`config.mk`:
```
export PLATFORM = sky130hd
export DESIGN_NAME = mqtt_packet_framer
export DESIGN_NICKNAME = d
export VERILOG_FILES = /design/src/mpf_pkg.sv /design/src/mpf_front.sv /design/src/mpf_queue.sv /design/src/mpf_back.sv /design/src/mqtt_packet_framer.sv
export SDC_FILE = /design/constraint.sdc
export NUM_CORES = 1
export LEC_CHECK = 0
export ABC_AREA = 1
export BUFFER_PORTS_ARGS = -buffer_cell sky130_fd_sc_hd__buf_2
export CAP_MARGIN = 20
export CELL_PAD_IN_SITES_DETAIL_PLACEMENT = 1
export CELL_PAD_IN_SITES_GLOBAL_PLACEMENT = 2
export CORE_MARGIN = 10
export CORE_UTILIZATION = 38
export CTS_BUF_LIST = sky130_fd_sc_hd__clkbuf_2
export CTS_CLUSTER_DIAMETER = 50
export DETAILED_ROUTE_END_ITERATION = 12
export MAX_ROUTING_LAYER = met4
export PLACE_DENSITY_LB_ADDON = 0.08
export SLEW_MARGIN = 20
export SYNTH_ARGS = -nofsm -noshare
export SYNTH_HDL_FRONTEND = slang
export SYNTH_SLANG_ARGS = --single-unit
export TNS_END_PERCENT = 100
```
`constraint.sdc`:
```
create_clock -name clk -period 6 [get_ports clk]
set_input_delay 0 -clock clk [delete_from_list [all_inputs] [get_ports clk]]
set_output_delay 0 -clock clk [all_outputs]
set_load 0.01 [all_outputs]
```
`src/mpf_pkg.sv`:
```
// Types, constants and byte-generation functions of the MQTT packet framer.
package mpf_pkg;

  typedef enum logic [1:0] {
    OP_CONNECT = 2'd0,
    OP_PUBLISH = 2'd1,
    OP_DATA    = 2'd2,
    OP_NONE    = 2'd3
  } op_t;

  typedef enum logic [1:0] {
    MODE_IDLE,
    MODE_CONNECT,
    MODE_PUBLISH
  } mode_t;

  typedef enum logic [1:0] {
    CMD_CONNECT,
    CMD_PUBLISH,
    CMD_DATA
  } cmd_kind_t;

  localparam logic [7:0]  CONNECT_FIXED     = 8'h10;
  localparam logic [7:0]  PUBLISH_FIXED     = 8'h30;
  localparam logic [7:0]  VARINT_CONT       = 8'h80;
  localparam logic [7:0]  PROTO_NAME_LEN    = 8'h04;
  localparam logic [31:0] PROTO_NAME        = "MQTT";
  localparam logic [7:0]  PROTO_LEVEL       = 8'h04;
  localparam logic [7:0]  CONNECT_FLAGS     = 8'h02;
  localparam logic [17:0] CONNECT_VAR_LEN   = 18'd12;
  localparam logic [17:0] PUBLISH_VAR_LEN   = 18'd2;
  localparam logic [17:0] PACKET_ID_LEN     = 18'd2;
  localparam logic [1:0]  QOS_INVALID       = 2'd3;
  localparam logic [3:0]  CONNECT_HDR_BYTES = 4'd14;

  // One unit of work for the byte sequencer.
  typedef struct packed {
    cmd_kind_t   kind;
    logic [17:0] remain;      // remaining length of the packet
    logic [1:0]  vcnt;        // varint byte count, 1 to 3
    logic [3:0]  count;       // bytes to emit for this transaction
    logic [15:0] keep_alive;
    logic [15:0] str_len;     // first string length
    logic [15:0] packet_id;
    logic [1:0]  qos;
    logic [7:0]  data_byte;
    logic [1:0]  defer_cnt;   // header bytes carried over from a long CONNECT
    logic        pkt_last;
  } cmd_t;

  function automatic logic [1:0] varint_len(logic [17:0] r);
    logic [1:0] n;
    if (r[17:14] != 4'd0) n = 2'd3;
    else if (r[13:7] != 7'd0) n = 2'd2;
    else n = 2'd1;
    return n;
  endfunction

  // Byte at position idx of the sequence that a command produces.
  function automatic logic [7:0] cmd_byte(cmd_t c, logic [3:0] idx);
    logic [3:0] v;
    logic [3:0] d;
    logic [3:0] j;
    logic [1:0] k;
    logic [6:0] dig;
    logic [7:0] b;
    v = {2'b00, c.vcnt};
    d = {2'b00, c.defer_cnt};
    j = 4'd0;
    k = 2'(idx - 4'd1);
    b = 8'h00;
    case (k)
      2'd0:    dig = c.remain[6:0];
      2'd1:    dig = c.remain[13:7];
      default: dig = {3'b000, c.remain[17:14]};
    endcase
    unique case (c.kind)
      CMD_CONNECT, CMD_PUBLISH: begin
        j = idx - v - 4'd1;
        if (idx == 4'd0) begin
          b = (c.kind == CMD_CONNECT) ? CONNECT_FIXED
                                      : (PUBLISH_FIXED | {5'b00000, c.qos, 1'b0});
        end else if (idx <= v) begin
          b = {1'b0, dig} | ((idx < v) ? VARINT_CONT : 8'h00);
        end else if (c.kind == CMD_CONNECT) begin
          case (j)
            4'd0:    b = 8'h00;
            4'd1:    b = PROTO_NAME_LEN;
            4'd2:    b = PROTO_NAME[31:24];
            4'd3:    b = PROTO_NAME[23:16];
            4'd4:    b = PROTO_NAME[15:8];
            4'd5:    b = PROTO_NAME[7:0];
            4'd6:    b = PROTO_LEVEL;
            4'd7:    b = CONNECT_FLAGS;
            4'd8:    b = c.keep_alive[15:8];
            4'd9:    b = c.keep_alive[7:0];
            4'd10:   b = c.str_len[15:8];
            4'd11:   b = c.str_len[7:0];
            default: b = 8'h00;
          endcase
        end else begin
          case (j)
            4'd0:    b = c.str_len[15:8];
            4'd1:    b = c.str_len[7:0];
            4'd2:    b = c.packet_id[15:8];
            default: b = c.packet_id[7:0];
          endcase
        end
      end
      CMD_DATA: begin
        j = idx - d;
        if (idx < d) begin
          b = (d == 4'd2 && idx == 4'd0) ? c.str_len[15:8] : c.str_len[7:0];
        end else begin
          case (j)
            4'd0:    b = c.data_byte;
            4'd1:    b = c.packet_id[15:8];
            default: b = c.packet_id[7:0];
          endcase
        end
      end
      default: b = 8'h00;
    endcase
    return b;
  endfunction

endpackage

```
`src/mpf_front.sv`:
```
// Front end: accepts items, tracks the open packet and issues byte commands.
module mpf_front import mpf_pkg::*; (
  input  logic        clk,
  input  logic        rst,
  input  logic        s_tvalid,
  output logic        s_tready,
  input  logic [63:0] s_tdata,   // first_length, payload_length, qos_level, packet_id, data_byte
  input  logic [1:0]  s_tuser,   // op
  input  logic        cfg_valid,
  output logic        cfg_ready,
  input  logic [15:0] cfg_data,
  output logic        push,
  output cmd_t        push_cmd,
  input  logic        queue_full
);

  logic [15:0] keep_alive;
  mode_t       mode, mode_next;
  logic [15:0] fsl, fsl_next;
  logic [15:0] pl, pl_next;
  logic        id_pending, id_pending_next;
  logic [15:0] held_pid, held_pid_next;
  logic [1:0]  defer_cnt, defer_cnt_next;

  logic        accept;
  op_t         op;
  logic [15:0] flen, plen, pid;
  logic [1:0]  qos_raw, qos;
  logic [7:0]  db;
  logic [17:0] conn_remain, pub_remain, remain;
  logic [1:0]  vcnt;
  logic        conn_last, pub_last, pub_pid_now;
  logic [15:0] fsl_dec, pl_dec;
  logic        pid_out, id_dec, data_last;

  assign s_tready  = !queue_full;
  assign cfg_ready = 1'b1;
  assign accept    = s_tvalid && s_tready;

  assign op      = op_t'(s_tuser);
  assign flen    = s_tdata[15:0];
  assign plen    = s_tdata[31:16];
  assign qos_raw = s_tdata[33:32];
  assign pid     = s_tdata[49:34];
  assign db      = s_tdata[57:50];
  assign qos     = (qos_raw == QOS_INVALID) ? 2'd0 : qos_raw;

  assign conn_remain = CONNECT_VAR_LEN + {2'b00, flen};
  assign pub_remain  = PUBLISH_VAR_LEN + {2'b00, flen} + {2'b00, plen}
                     + ((qos != 2'd0) ? PACKET_ID_LEN : 18'd0);
  assign remain      = (op == OP_CONNECT) ? conn_remain : pub_remain;
  assign vcnt        = varint_len(remain);

  assign conn_last   = (flen == 16'd0);
  assign pub_last    = (flen == 16'd0) && (plen == 16'd0);
  assign pub_pid_now = (qos != 2'd0) && (flen == 16'd0);

  // A data byte goes to the first string while it lasts, then to the payload.
  assign fsl_dec   = (fsl != 16'd0) ? fsl - 16'd1 : fsl;
  assign pl_dec    = (fsl == 16'd0 && pl != 16'd0) ? pl - 16'd1 : pl;
  assign pid_out   = (fsl == 16'd1) && id_pending;
  assign id_dec    = id_pending && !pid_out;
  assign data_last = (fsl_dec == 16'd0) && (pl_dec == 16'd0) && !id_dec;

  always_comb begin
    mode_next = mode;
    if (accept) begin
      unique case (op)
        OP_CONNECT: mode_next = conn_last ? MODE_IDLE : MODE_CONNECT;
        OP_PUBLISH: mode_next = pub_last ? MODE_IDLE : MODE_PUBLISH;
        OP_DATA: begin
          if (mode != MODE_IDLE && data_last) mode_next = MODE_IDLE;
        end
        default: mode_next = mode;
      endcase
    end
  end

  always_comb begin
    fsl_next        = fsl;
    pl_next         = pl;
    id_pending_next = id_pending;
    held_pid_next   = held_pid;
    defer_cnt_next  = defer_cnt;
    push            = 1'b0;
    push_cmd        = '{kind: CMD_DATA, remain: remain, vcnt: vcnt, count: 4'd1,
                        keep_alive: keep_alive, str_len: flen, packet_id: pid,
                        qos: qos, data_byte: db, defer_cnt: 2'd0, pkt_last: 1'b0};
    if (accept) begin
      unique case (op)
        OP_CONNECT: begin
          push              = 1'b1;
          push_cmd.kind     = CMD_CONNECT;
          push_cmd.count    = CONNECT_HDR_BYTES;
          push_cmd.pkt_last = conn_last;
          fsl_next          = flen;
          pl_next           = 16'd0;
          id_pending_next   = 1'b0;
          held_pid_next     = 16'd0;
          // Header bytes beyond the first fourteen wait for the next data byte.
          defer_cnt_next    = vcnt - 2'd1;
        end
        OP_PUBLISH: begin
          push              = 1'b1;
          push_cmd.kind     = CMD_PUBLISH;
          push_cmd.count    = 4'd3 + {2'b00, vcnt} + (pub_pid_now ? 4'd2 : 4'd0);
          push_cmd.pkt_last = pub_last;
          fsl_next          = flen;
          pl_next           = plen;
          id_pending_next   = (qos != 2'd0) && (flen != 16'd0);
          held_pid_next     = pid;
          defer_cnt_next    = 2'd0;
        end
        OP_DATA: begin
          if (mode != MODE_IDLE) begin
            push               = 1'b1;
            push_cmd.kind      = CMD_DATA;
            push_cmd.str_len   = fsl;
            push_cmd.packet_id = held_pid;
            push_cmd.defer_cnt = defer_cnt;
            push_cmd.count     = {2'b00, defer_cnt} + 4'd1 + (pid_out ? 4'd2 : 4'd0);
            push_cmd.pkt_last  = data_last;
            fsl_next           = fsl_dec;
            pl_next            = pl_dec;
            id_pending_next    = id_dec;
            defer_cnt_next     = 2'd0;
          end
        end
        default: push = 1'b0;
      endcase
    end
  end

  always_ff @(posedge clk) begin
    if (rst) begin
      keep_alive <= 16'd60;
      mode       <= MODE_IDLE;
      fsl        <= 16'd0;
      pl         <= 16'd0;
      id_pending <= 1'b0;
      held_pid   <= 16'd0;
      defer_cnt  <= 2'd0;
    end else begin
      if (cfg_valid && cfg_ready) keep_alive <= cfg_data;
      mode       <= mode_next;
      fsl        <= fsl_next;
      pl         <= pl_next;
      id_pending <= id_pending_next;
      held_pid   <= held_pid_next;
      defer_cnt  <= defer_cnt_next;
    end
  end

endmodule

```
`src/mpf_queue.sv`:
```
// Two-entry command queue between the front end and the byte sequencer.
module mpf_queue import mpf_pkg::*; (
  input  logic clk,
  input  logic rst,
  input  logic push,
  input  cmd_t push_cmd,
  output logic full,
  output logic head_valid,
  output cmd_t head_cmd,
  input  logic pop
);

  cmd_t       entries [2];
  logic       wr_ptr, rd_ptr;
  logic [1:0] count;

  assign full       = (count == 2'd2);
  assign head_valid = (count != 2'd0);
  assign head_cmd   = entries[rd_ptr];

  always_ff @(posedge clk) begin
    if (push) entries[wr_ptr] <= push_cmd;
  end

  always_ff @(posedge clk) begin
    if (rst) begin
      wr_ptr <= 1'b0;
      rd_ptr <= 1'b0;
      count  <= 2'd0;
    end else begin
      if (push) wr_ptr <= !wr_ptr;
      if (pop) rd_ptr <= !rd_ptr;
      case ({push, pop})
        2'b10:   count <= count + 2'd1;
        2'b01:   count <= count - 2'd1;
        default: count <= count;
      endcase
    end
  end

endmodule

```
`src/mpf_back.sv`:
```
// Byte sequencer: expands each command into output bytes through a registered stage.
module mpf_back import mpf_pkg::*; (
  input  logic       clk,
  input  logic       rst,
  input  logic       head_valid,
  input  cmd_t       head_cmd,
  output logic       pop,
  output logic       m_tvalid,
  input  logic       m_tready,
  output logic [7:0] m_tdata,   // out_byte
  output logic [0:0] m_tuser,   // run_last
  output logic       m_tlast    // packet_last
);

  logic [3:0] idx, idx_next;
  logic       load, final_byte;

  assign load       = head_valid && (!m_tvalid || m_tready);
  assign final_byte = (idx == head_cmd.count - 4'd1);
  assign pop        = load && final_byte;

  always_comb begin
    idx_next = idx;
    if (load) idx_next = final_byte ? 4'd0 : idx + 4'd1;
  end

  always_ff @(posedge clk) begin
    if (rst) begin
      m_tvalid <= 1'b0;
      idx      <= 4'd0;
    end else begin
      idx <= idx_next;
      if (load) m_tvalid <= 1'b1;
      else if (m_tready) m_tvalid <= 1'b0;
    end
  end

  always_ff @(posedge clk) begin
    if (load) begin
      m_tdata <= cmd_byte(head_cmd, idx);
      m_tuser <= final_byte;
      m_tlast <= final_byte && head_cmd.pkt_last;
    end
  end

endmodule

```
`src/mqtt_packet_framer.sv`:
```
// Top level of the MQTT 3.1.1 CONNECT and PUBLISH byte-stream framer.
// A start item (op in s_tuser) opens a packet and yields its fixed header, the
// remaining length as a base-128 varint and the variable header; data items
// then pass the client id, topic and payload bytes through, with the packet id
// placed after the topic for PUBLISH at QoS 1 or 2. A front end takes one item
// per cycle while its two-entry command queue has room, and a byte sequencer
// drains the queue at one output byte per cycle unless m_tready stalls it, so
// the sequencer sets the rate: a data item yields 1 byte (3 when the packet id
// follows it, up to 2 more for header bytes held back from a long CONNECT), a
// CONNECT start 14 bytes and a PUBLISH start 4 to 8 bytes. When the sequencer
// is free, an accepted item goes into the queue, then its first byte into the
// output register. m_tuser marks the last byte of each input item and m_tlast
// the last byte of a packet. The keep-alive register is written through cfg_*.
module mqtt_packet_framer import mpf_pkg::*; (
  input  logic        clk,
  input  logic        rst,
  input  logic        s_tvalid,
  output logic        s_tready,
  input  logic [63:0] s_tdata,   // first_length, payload_length, qos_level, packet_id, data_byte
  input  logic [1:0]  s_tuser,   // op
  output logic        m_tvalid,
  input  logic        m_tready,
  output logic [7:0]  m_tdata,   // out_byte
  output logic [0:0]  m_tuser,   // run_last
  output logic        m_tlast,   // packet_last
  input  logic        cfg_valid,
  output logic        cfg_ready,
  input  logic [15:0] cfg_data   // keep_alive_seconds
);

  logic push, queue_full, head_valid, pop;
  cmd_t push_cmd, head_cmd;

  mpf_front u_front (
    .clk        (clk),
    .rst        (rst),
    .s_tvalid   (s_tvalid),
    .s_tready   (s_tready),
    .s_tdata    (s_tdata),
    .s_tuser    (s_tuser),
    .cfg_valid  (cfg_valid),
    .cfg_ready  (cfg_ready),
    .cfg_data   (cfg_data),
    .push       (push),
    .push_cmd   (push_cmd),
    .queue_full (queue_full)
  );

  mpf_queue u_queue (
    .clk        (clk),
    .rst        (rst),
    .push       (push),
    .push_cmd   (push_cmd),
    .full       (queue_full),
    .head_valid (head_valid),
    .head_cmd   (head_cmd),
    .pop        (pop)
  );

  mpf_back u_back (
    .clk        (clk),
    .rst        (rst),
    .head_valid (head_valid),
    .head_cmd   (head_cmd),
    .pop        (pop),
    .m_tvalid   (m_tvalid),
    .m_tready   (m_tready),
    .m_tdata    (m_tdata),
    .m_tuser    (m_tuser),
    .m_tlast    (m_tlast)
  );

endmodule

```
=== Yosys cells after proc, flatten, opt, wreduce, memory -nomap -nowiden ===
Memory sizes are Yosys's and may differ from the RTL's. A register that Yosys moved wholly into a read port is not among the register bits.
Cells that the tools add are included.

* Order comparisons: 3
* Multiplexer cells: 58
* Add/sub/neg operators: 19
* Reductions and logical operators: 53
* Equal/unequal tests: 26
* Bitwise operators: 1

{| class="wikitable"
|+ Operator list
! cell !! number
|-
| two-way mux 32 bit || 3
|-
| logical NOT 16 bit || 5
|-
| case mux 8 bit (9 select lines) || 1
|-
| two-way mux 16 bit || 4
|-
| case mux 16 bit (2 select lines) || 2
|-
| two-way mux 8 bit || 6
|-
| case mux 16 bit (3 select lines) || 1
|-
| nonzero test 16 bit || 3
|-
| case mux 8 bit (2 select lines) || 2
|-
| subtractor 16 x 1 -> 16 bit, second input constant || 2
|-
| case mux 8 bit (3 select lines) || 1
|-
| two-way mux 2 bit || 11
|-
| adder 18 x 16 -> 18 bit || 1
|-
| adder 18 bit || 1
|-
| two-way mux 18 bit || 1
|-
| adder 2 x 16 -> 17 bit, first input constant || 1
|-
| adder 4 x 16 -> 17 bit, first input constant || 1
|-
| equality test 16 x 1 -> 1 bit, second input constant || 1
|-
| equality test 4 x 3 -> 1 bit, second input constant || 4
|-
| equality test 4 bit, second input constant || 4
|-
| logical AND 1 bit || 14
|-
| case mux 7 bit (2 select lines) || 1
|-
| nonzero test 2 bit || 7
|-
| equality test 2 bit, second input constant || 6
|-
| other kinds (36) || 77
|}

* Register bits after elaboration: 88
* Memory bits (writable): 174
* Bits of input ports: 87
* Word-level logic and storage cells: 176
* Memories kept: 1

{| class="wikitable"
|+ Memory list
! name !! depth !! bits a word !! read ports !! clocked after Yosys merged registers in !! write ports !! line !! RTL
|-
| u_queue.entries || 2 || 87 || 1 || 1 || 1 || mpf_queue.sv:13 || <nowiki>cmd_t entries [2];</nowiki>
|}

=== Logic depth before layout (Yosys ltp) ===
Gate-level depths: netlist of the first run.

* Word-level depth: 13
* Mapped depth: 24

=== Modules after synthesis ===
Synthesis of the first run repeated with hierarchy kept, for this count alone.

* Cell total of the unflattened synthesis: 1,807
* Area, all modules: 15,537.4 µm²

{| class="wikitable"
|+ Modules (own cells, without submodules)
! module !! times used !! area each (µm²) !! cells an instance !! sequential area each (µm²)
|-
| mpf_queue || 1 || 6,623.9 || 304 || 5,325.1
|-
| mpf_front || 1 || 6,477.5 || 1,094 || 1,381.3
|-
| mpf_back || 1 || 2,436.1 || 409 || 400.4
|}

=== Least setup slack after synthesis of the first run ===
Ideal clock, no wire load.

* Path type: register to register
* From: register u_queue.count[0]
* To: memory u_queue.entries[0][0] (netlist bit) (enable)
* Arrival: 4,832 ps
* Path slack: 635 ps
* Stages on the path, launching flop included: 8
* Required time: 5,467 ps
* Cells stage by stage: dfxtp_1 > inv_1 > nand2_1 > nand2_1 > clkinv_1 > o21ai_1 > a21o_1 > nor2_1

* Cells in the longest elaborated chain, start to end: 6

{| class="wikitable"
|+ Ends and longest elaborated chain
! element !! line !! RTL
|-
| start: declaration || mpf_queue.sv:15 || <nowiki>logic [1:0] count;</nowiki>
|-
| start signal: assignment || mpf_queue.sv:34 || <nowiki>2'b10: count <= count + 2'd1;</nowiki>
|-
| start signal: assignment || mpf_queue.sv:35 || <nowiki>2'b01: count <= count - 2'd1;</nowiki>
|-
| start signal: assignment || mpf_queue.sv:36 || <nowiki>default: count <= count;</nowiki>
|-
| equality test 2 bit || mpf_queue.sv:17 || <nowiki>assign full = (count == 2'd2);</nowiki>
|-
| logical NOT 1 bit || mpf_front.sv:36 || <nowiki>assign s_tready = !queue_full;</nowiki>
|-
| net s_tready || mqtt_packet_framer.sv:18 || <nowiki>output logic s_tready,</nowiki>
|-
| logical AND 1 bit || mpf_front.sv:38 || <nowiki>assign accept = s_tvalid && s_tready;</nowiki>
|-
| two-way mux 1 bit || mpf_front.sv:89 || <nowiki>if (accept) begin</nowiki>
|-
| two-way mux 1 bit || mpf_queue.sv:22 || <nowiki>if (push) entries[wr_ptr] <= push_cmd;</nowiki>
|-
| two-way mux 1 bit (implied by the code) || mpf_queue.sv:22 ||
|-
| end: declaration || mpf_queue.sv:13 ||
|}

The timed path passes the listed nets, and every way through them passes these cells.

==> impl.org, run 1 <==
** Die
- Standard-cell rows :: 73
- Starting utilization of the core area :: 38.3%
- Top-Level Pins :: 100
- The die is 220 um tall.
- From left edge to right edge, the die measures 220 um.
- The core region is 39,500 um2.
- The floorplan step defined a die boundary enclosing 48,200 um2.

** Hold path
- Worst hold path cell count :: 4
- Path category of the worst min-delay check :: in -> reg

** Setup path
- Cells along the critical path :: dlygate4sd3_1 > buf_2 > dlygate4sd3_1 > ha_1 > fa_1 > inv_1 > ha_1 > fa_1 > nand2_1 > a21oi_1 > nand3_1 > nand2_1 > nand4_1 > nand2_1 > nand2_1 > a31oi_1 > nand2_1 > nor2_2 > inv_1 > ha_1 > ha_1 > a21oi_1 > a21oi_1
- Cell occurring most often along the worst timing path :: sky130_fd_sc_hd__nand2_1
- Required @ worst endpoint :: 6.75 ns
- Crit path max fanout :: 4
- Crit start category :: input pin
- Cell with the largest stage delay on the worst path :: sky130_fd_sc_hd__dlygate4sd3_1
- Worst-case register-to-register setup slack :: 1.62 ns
- CP Capture Type :: flop
- For this run, the slowest stage of the critical path takes 0.58 ns.
- The setup path with the least slack is of type in -> reg.
- Data arrival time of the critical path :: 5.17 ns
- Measured in cells, the most critical reg-to-reg path has a length of 16.

** Route
- Ratio of routed vias to standard cells :: 5.19
- The first detailed-routing pass ran for 5 iterations.
- Total routed wirelength :: 56,700 um
- Highest routed layer :: met4
- Routed length on met3 :: 2560 um
- Routed metal-1 wirelength :: 26,600 um
- Dividing the detail-routed wire length by the instance count gives 20.2 um.
- Number of violations reported at the end of detailed-routing iteration 0 :: 922
- Count of antenna-violating nets left after detailed routing :: 0
- Total via count after detailed routing :: 14.6k
- Wire segments on met2 add up to 26,700 um in the final route.
- Number of design rule violations left after detail routing :: 0

** Clock network
- Buffers inserted during post-CTS setup optimization :: 0
- Clock tree synthesis inserted a total of 73 buffers.
- Clock tree synthesis selected as its root buffer the cell sky130_fd_sc_hd__clkbuf_2.
- In this run the deepest clock path goes through 3 buffers.
- TritonCTS built the clock tree.
- Post_cts resized :: 0
- CTS clock-pin slew for the worst setup and hold paths :: 0.09 ns
- After clock tree synthesis, the flow added hold-fix buffers numbering 264.
- In this run the number of H-tree levels came out at 3.
- CTS sink cnt :: 263
- Later-pin clock latency in the skew report :: 0.96 ns

** Synth
- Number of synthesized flops with an enable pin :: 184
- Area share of the largest cell type after synthesis :: 36.5%
- After synthesis, the netlist uses 55 different library cells.
- Of all cell types, the one taking the most synthesized area is sky130_fd_sc_hd__edfxtp_1.
- Sequential cells were found to cover 47.0% of the synthesized design area.
- Yosys warnings :: 0
- After synthesis, the most frequently instantiated cells are sky130_fd_sc_hd__nand2_1, sky130_fd_sc_hd__edfxtp_1, sky130_fd_sc_hd__nor2_1, sky130_fd_sc_hd__inv_1, sky130_fd_sc_hd__o21ai_0.
- In this run the cell area of the synthesized design comes to 15,100 um2.
- After synthesis, the share of flip-flops with an asynchronous set or reset is 0%.
- Total of flip-flops plus latches after synthesis :: 263
- Dividing the synthesized area by the synthesized cell count gives 8.19 um2.
- Counting every instance in the synthesized netlist gives 1,848.
- Sorting the synthesized cells by area gives the leading types as sky130_fd_sc_hd__edfxtp_1, sky130_fd_sc_hd__nand2_1, sky130_fd_sc_hd__dfxtp_1.
- Cell with the most instances after synthesis :: sky130_fd_sc_hd__nand2_1
- Leading register cell type out of synthesis :: sky130_fd_sc_hd__edfxtp_1

** Power
- In this run the power density over the cells is 238 nW/um2.
- Of the total power, the clock network draws 29.9%.
- Switching Fraction :: 34.5%
- Combinational logic burns 24.6% of the power.
- The internal portion of the total power is 3030 uW.
- Net Sw Power :: 1600 uW
- Seq pwr share :: 45.5%
- VDD sags by at most 108 uV.
- Leakage :: 0.00829 uW

** Global routing
- Total global routing overflow :: 0
- First-pass GRT wire length :: 88,700 um
- The via count of the first global-routing pass is 15.4k.
- Overall Global Routing Usage :: 24.5%
- Entering global routing, the biggest net connects 88 pins.
- The number of antenna violations at the first check in global routing was 3.

** Cells and area
- The post-route netlist has 13.2% of its cells at a drive strength greater than 1.
- Number of fill cells :: 4,798
- Once layout is complete, the utilization of the core stands at 49.2%.
- Final nets :: 2,381
- Relative to the synthesized area, the layout overhead comes to 28.6%.

** STA
- The tightest hold path in the finished design has a slack of 0.137 ns.
- The number of slew-limit violations in the final report was 0.
- The worst path uses 73.7% of the clock period.
- Actual slew at the worst max-slew pin :: 0.948 ns
- Setup repair after global routing left no endpoint under its margin.
- Count of final hold-check violations :: 0
- Max-slew headroom :: 36.8%
- Fin crit period :: 4.42 ns
- Post-route setup TNS :: 0 ns
- Static timing analysis puts the maximum clock frequency at 226 MHz.
- The clock arrives with 0.0641 ns of skew.
- Final setup violating endpoints :: 0

** Run
- Max Cap Violations :: 0

** Placed design
- Detailed placement ended at an HPWL of 38,700 um.
- Buffers on Ports :: 92
- At the end of routability-driven placement, the weighted congestion stood at 0.908.

** Outcome
- The flow ran to the end, and the final reports show no timing, DRC or antenna violations.
final timing paths:
kind                                from                endpoint
setup / recovery             s_tdata[33]  u_queue.entries[0][63]
hold / removal                  s_tvalid  u_queue.entries[0][85]
setup reg to reg                    flop       u_back.m_tdata[1]
hold reg to reg   u_front.keep_alive[15]  u_queue.entries[1][60]
power by group through the flow:
stage               sequential (uW)  combinational [uW]  clock [uW]
floorplan                      2140                 643           0
global route                   2110                1270        1520
CTS                            2100                1120        1440
detailed placement             2140                1000           0
finish                         2100                1140        1380
global placement               2140                 984           0
cells in the final DEF, fill, tap and decap left out, drive strengths merged, types with 3 or more instances in the layout:
cell type    Yosys  layout
a31oi            7       7
fa               5       5
a221oi          13      13
inv            161     163
nor4             8       8
edfxtp         184     184
dfxtp           79      79
mux2i           13      13
clkinv           2      16
clkbuf          44     112
nand4           22      22
dlygate4sd3      0     264
nand2          547     547
diode            0       3
nor2           185     185
o311ai           3       3
or2             18      18
a21oi          117     117
xnor2            6       6
ha              62      62
xor2            38      38
buf             24     107
o211ai          24      24
nand3          110     110
o21ai          131     131
nor3            18      18
o22ai            8       8
critical path, delay by kind of cell:
| kind | cells | cell delay (ns) |
|---|---|---|
| buffers and inverters | 5 | 1.45 |
| AND/OR/NAND/NOR | 8 | 1.07 |
| adder cells (fa/ha/maj) | 6 | 1.87 |
| AO/OA/AOI/OAI | 4 | 0.76 |
final cells by class:
class	instances	area, um2	share of cell area [%]
Sequential cell	263	7110	36.5
Clock inverter	19	141	0.727
Clock buffer	112	561	2.88
Antenna cell	3	7.51	0.0386
Tap cell	525	657	3.38
Multi-Input combinational cell	1355	7120	36.6
Timing Repair Buffer	371	3250	16.7
Inverter	163	612	3.14
through the flow:
step                      instances  total power [uW]  worst slack (ns)  instance area (um2)
final                          2811              4630              1.58                19500
after global routing           2811              4900              1.27                19500
after CTS                      2807              4660              1.68                19400
after detailed placement       2412              3140              1.71                16100
after global placement         2412              3120              1.72                16100
after floorplan                1849              2780             0.635                15100
sequential cells by signal, indices dropped and copies added (netlist names), 2 cells and up, named ones only:
| register | count |
|---|---|
| u_front.defer_cnt | 2 |
| u_queue.entries | 174 |
| u_front.mode | 2 |
| u_queue.count | 2 |
| u_back.m_tdata | 8 |
| u_back.idx | 4 |
| u_front.keep_alive | 16 |
| u_front.held_pid | 16 |
| u_front.fsl | 16 |
| u_front.pl | 16 |
routing by layer:
layer,vias up,track usage [%]
li1,7031,-
met1,7190,32.2
met2,302,38.7
met3,62,4.25
met4,0,5.49
met5,-,-
cell families (layout without fill, tap and decap cells):
group	count (synthesis)	after routing	synth area share [%]
DFF	263	263	47.0
AOI/OAI and AO/OA	321	321	12.1
xor gates and xnor gates	44	44	2.55
adders and majority gates	67	67	5.79
buffers and inverters	231	665	6.14
muxes	13	13	0.860
and+or+nand+nor	908	908	25.6
other	1	5	0.0248
Power figures use the tool's default switching activity.
==> run 2: changes to the inputs <==
clock period = 4.15 ns   (was 6 ns; I/O delays follow)
==> impl.org, run 2 (synthesis results as in run 1) <==
** Outcome
- Outcome :: finished, final reports clean

** Die
- The initial utilization of the core area, before any placement, comes to 38.3%.
- Width of the die :: 220 um
- The initialized floorplan defines 73 standard-cell rows.
- The core region is 39,500 um2.
- During I/O placement, the number of pins put on the boundary was 100.
- The floorplan step set the die height to 220 um.
- Die area :: 48,200 um2

** Setup path
- Critical path type :: in -> reg
- In this run the critical register-to-register path is launched from u_front.fsl[0].
- Worst reg-to-reg path cell count :: 15
- STA classifies the critical path startpoint as an input pin.
- Crit path max fanout :: 4
- Data arrives at the worst endpoint at 4.72 ns.
- Worst-case register-to-register setup slack :: 0.26 ns
- Capturing point of the worst reg2reg path :: u_front.pl[0]
- The worst setup path is captured at a flop.
- Required @ worst endpoint :: 4.93 ns

** Placed design
- RePlAce Congestion :: 0.928
- After legalization and detailed placement, the total HPWL measured 40,900 um.
- Buffers on Ports :: 92
- In this run, placement finished with an instance count of 2,439.

** STA
- Highest clock frequency the design can meet :: 254 MHz
- Unrepaired setup endpoints after global routing :: false
- The worst path uses 94.9% of the clock period.
- Subtracting the final worst setup slack from the clock period gives 3.94 ns.
- Max-slew headroom :: 32.2%
- The final hold violation count is 0.
- Number of pins exceeding their max-slew limit in the final report :: 0
- Clock skew on the completed layout was measured at 0.123 ns.
- Setup violations remaining at the end of the flow were counted as 0.
- Actual slew at the worst max-slew pin :: 1.01 ns

** Hold path
- In this run the worst hold path is classified as in -> reg.
- Along the worst hold path, the cell count comes to 4.
- Hold Crit Start :: s_tvalid
- End point of the worst hold path :: u_queue.entries[0][85]

** Clock network
- The number of setup buffers added after CTS is 0.
- CTS clock-pin slew for the worst setup and hold paths :: 0.09 ns
- CTS tree :: done
- Htree depth :: 3
- Maximum root-to-sink buffer count :: 3
- Later-pin clock latency in the skew report :: 0.99 ns
- Number of CTS-inserted buffers :: 75
- The tree is rooted in a sky130_fd_sc_hd__clkbuf_2.
- CTS sink cnt :: 263

** Route
- For this run, the detailed router's first-pass iteration total came to 4.
- Number of design rule violations left after detail routing :: 0
- Dividing the detail-routed wire length by the instance count gives 20.8 um.
- Total via count after detailed routing :: 14.5k
- The count of nets left with antenna violations once routing finished came out at 0.
- Total routed wirelength :: 58,300 um
- In this run, the number of DRC markers left after iteration 0 of detailed routing was 1,179.
- Ratio of routed vias to standard cells :: 5.17

** Cells and area
- Compared with the post-synthesis result, the final layout area differs by 27.7%.
- Number of fill cells :: 4,853
- Most frequent cells in the layout :: sky130_fd_sc_hd__nand2_1, sky130_fd_sc_hd__dlygate4sd3_1, sky130_fd_sc_hd__edfxtp_1
- Reg with most FFs :: u_queue.entries
- The register with the most flip-flops in the layout has 174 of them.
- Ratio of cells with drive above 1 in the final layout :: 14.5%
- Final nets :: 2,378
- Most common library cell in the layout ignoring fill and taps :: sky130_fd_sc_hd__nand2_1
- The finished layout holds 2,807 standard cells, fillers aside.

** Global routing
- Largest net degree at the start of global routing :: 75
- Overall Global Routing Usage :: 25.1%
- The via count of the first global-routing pass came to 15.6k.
- The total overflow left after global routing is 0.
- The first global-routing pass estimated 90,500 um of wire.
- Initial antenna violation count :: 2

** Power
- Max IR drop VDD :: 185 uV
- Leakage :: 0.00831 uW
- Final total power :: 6690 uW
- Total power per unit cell area :: 346 nW/um2

** Run
- Max Cap Violations :: 0
[run 2: power by group]
group | internal, uW | switching, uW
clock | 802 | 1170
sequential | 2970 | 72.7
combinational | 578 | 1100
[run 2: per-stage QoR]
step	setup slack [ns]	hold slack (ns)	instance area (um2)	utilization, %	setup TNS [ns]
floorplan	-1.21	0.0989	15100	-	-211.33
global placement	0.213	0.191	16300	41.2	0
detailed placement	0.0733	0.194	16300	41.2	0
CTS	0.157	0.0527	19300	48.8	0
global route	0.0352	0.0827	19300	48.9	0
finish	0.210	0.143	19300	48.9	0
[run 2: worst max path at each step]
stage	start	to	slack [ns]	cells past startpoint
5_1_grt	u_front.fsl[0]	u_front.pl[0]	0.04	15
2_1_floorplan	u_queue.count[0]	u_queue.entries[0][0]	-1.21	7
3_3_place_gp	s_tdata[3]	u_queue.entries[1][63]	0.21	22
3_5_place_dp	s_tdata[3]	u_queue.entries[0][63]	0.07	22
6_report	s_tdata[33]	u_queue.entries[0][63]	0.21	22
4_1_cts	s_tdata[33]	u_queue.entries[0][63]	0.16	23
[run 2: routing by layer]
metal	GRT usage (%)	share of wire, %
met5	-	0
met4	7.15	2.1
met3	3.88	4.4
met2	40.2	47
met1	32.4	46
[run 2: layout make-up]
cell class,instances,area [um2],area share (%)
well taps,525,657,3.40
inverters,163,612,3.17
clock inverters,16,96.3,0.498
flip-flops and latches,263,7110,36.8
clock buffers,117,586,3.03
multi-input cells,1355,7140,36.9
repair buffers,366,3130,16.2
diodes,2,5.00,0.0259
[run 2: repair_timing]
item	4_1_cts	5_1_grt
endpoints found under the setup margin	0	10
endpoints found under the hold margin	257	0
hold buffers	233	0
resized for setup	0	5
[run 2: critical path, cell delays in order]
cell and delay, ns:
sky130_fd_sc_hd__dlygate4sd3_1 0.53, sky130_fd_sc_hd__buf_2 0.12, sky130_fd_sc_hd__dlygate4sd3_1 0.57, sky130_fd_sc_hd__ha_2 0.35, sky130_fd_sc_hd__fa_1 0.51, sky130_fd_sc_hd__inv_1 0.05, sky130_fd_sc_hd__ha_1 0.22, sky130_fd_sc_hd__fa_1 0.39
sky130_fd_sc_hd__nand2_1 0.14, sky130_fd_sc_hd__a21oi_4 0.09, sky130_fd_sc_hd__nand3_1 0.08, sky130_fd_sc_hd__nand2_1 0.09, sky130_fd_sc_hd__nand4_1 0.10, sky130_fd_sc_hd__nand3_1 0.08, sky130_fd_sc_hd__a31oi_1 0.23, sky130_fd_sc_hd__nand2_1 0.10
sky130_fd_sc_hd__nor2_2 0.22, sky130_fd_sc_hd__inv_1 0.09, sky130_fd_sc_hd__ha_1 0.19, sky130_fd_sc_hd__ha_1 0.28, sky130_fd_sc_hd__a21oi_1 0.06, sky130_fd_sc_hd__a21oi_1 0.21
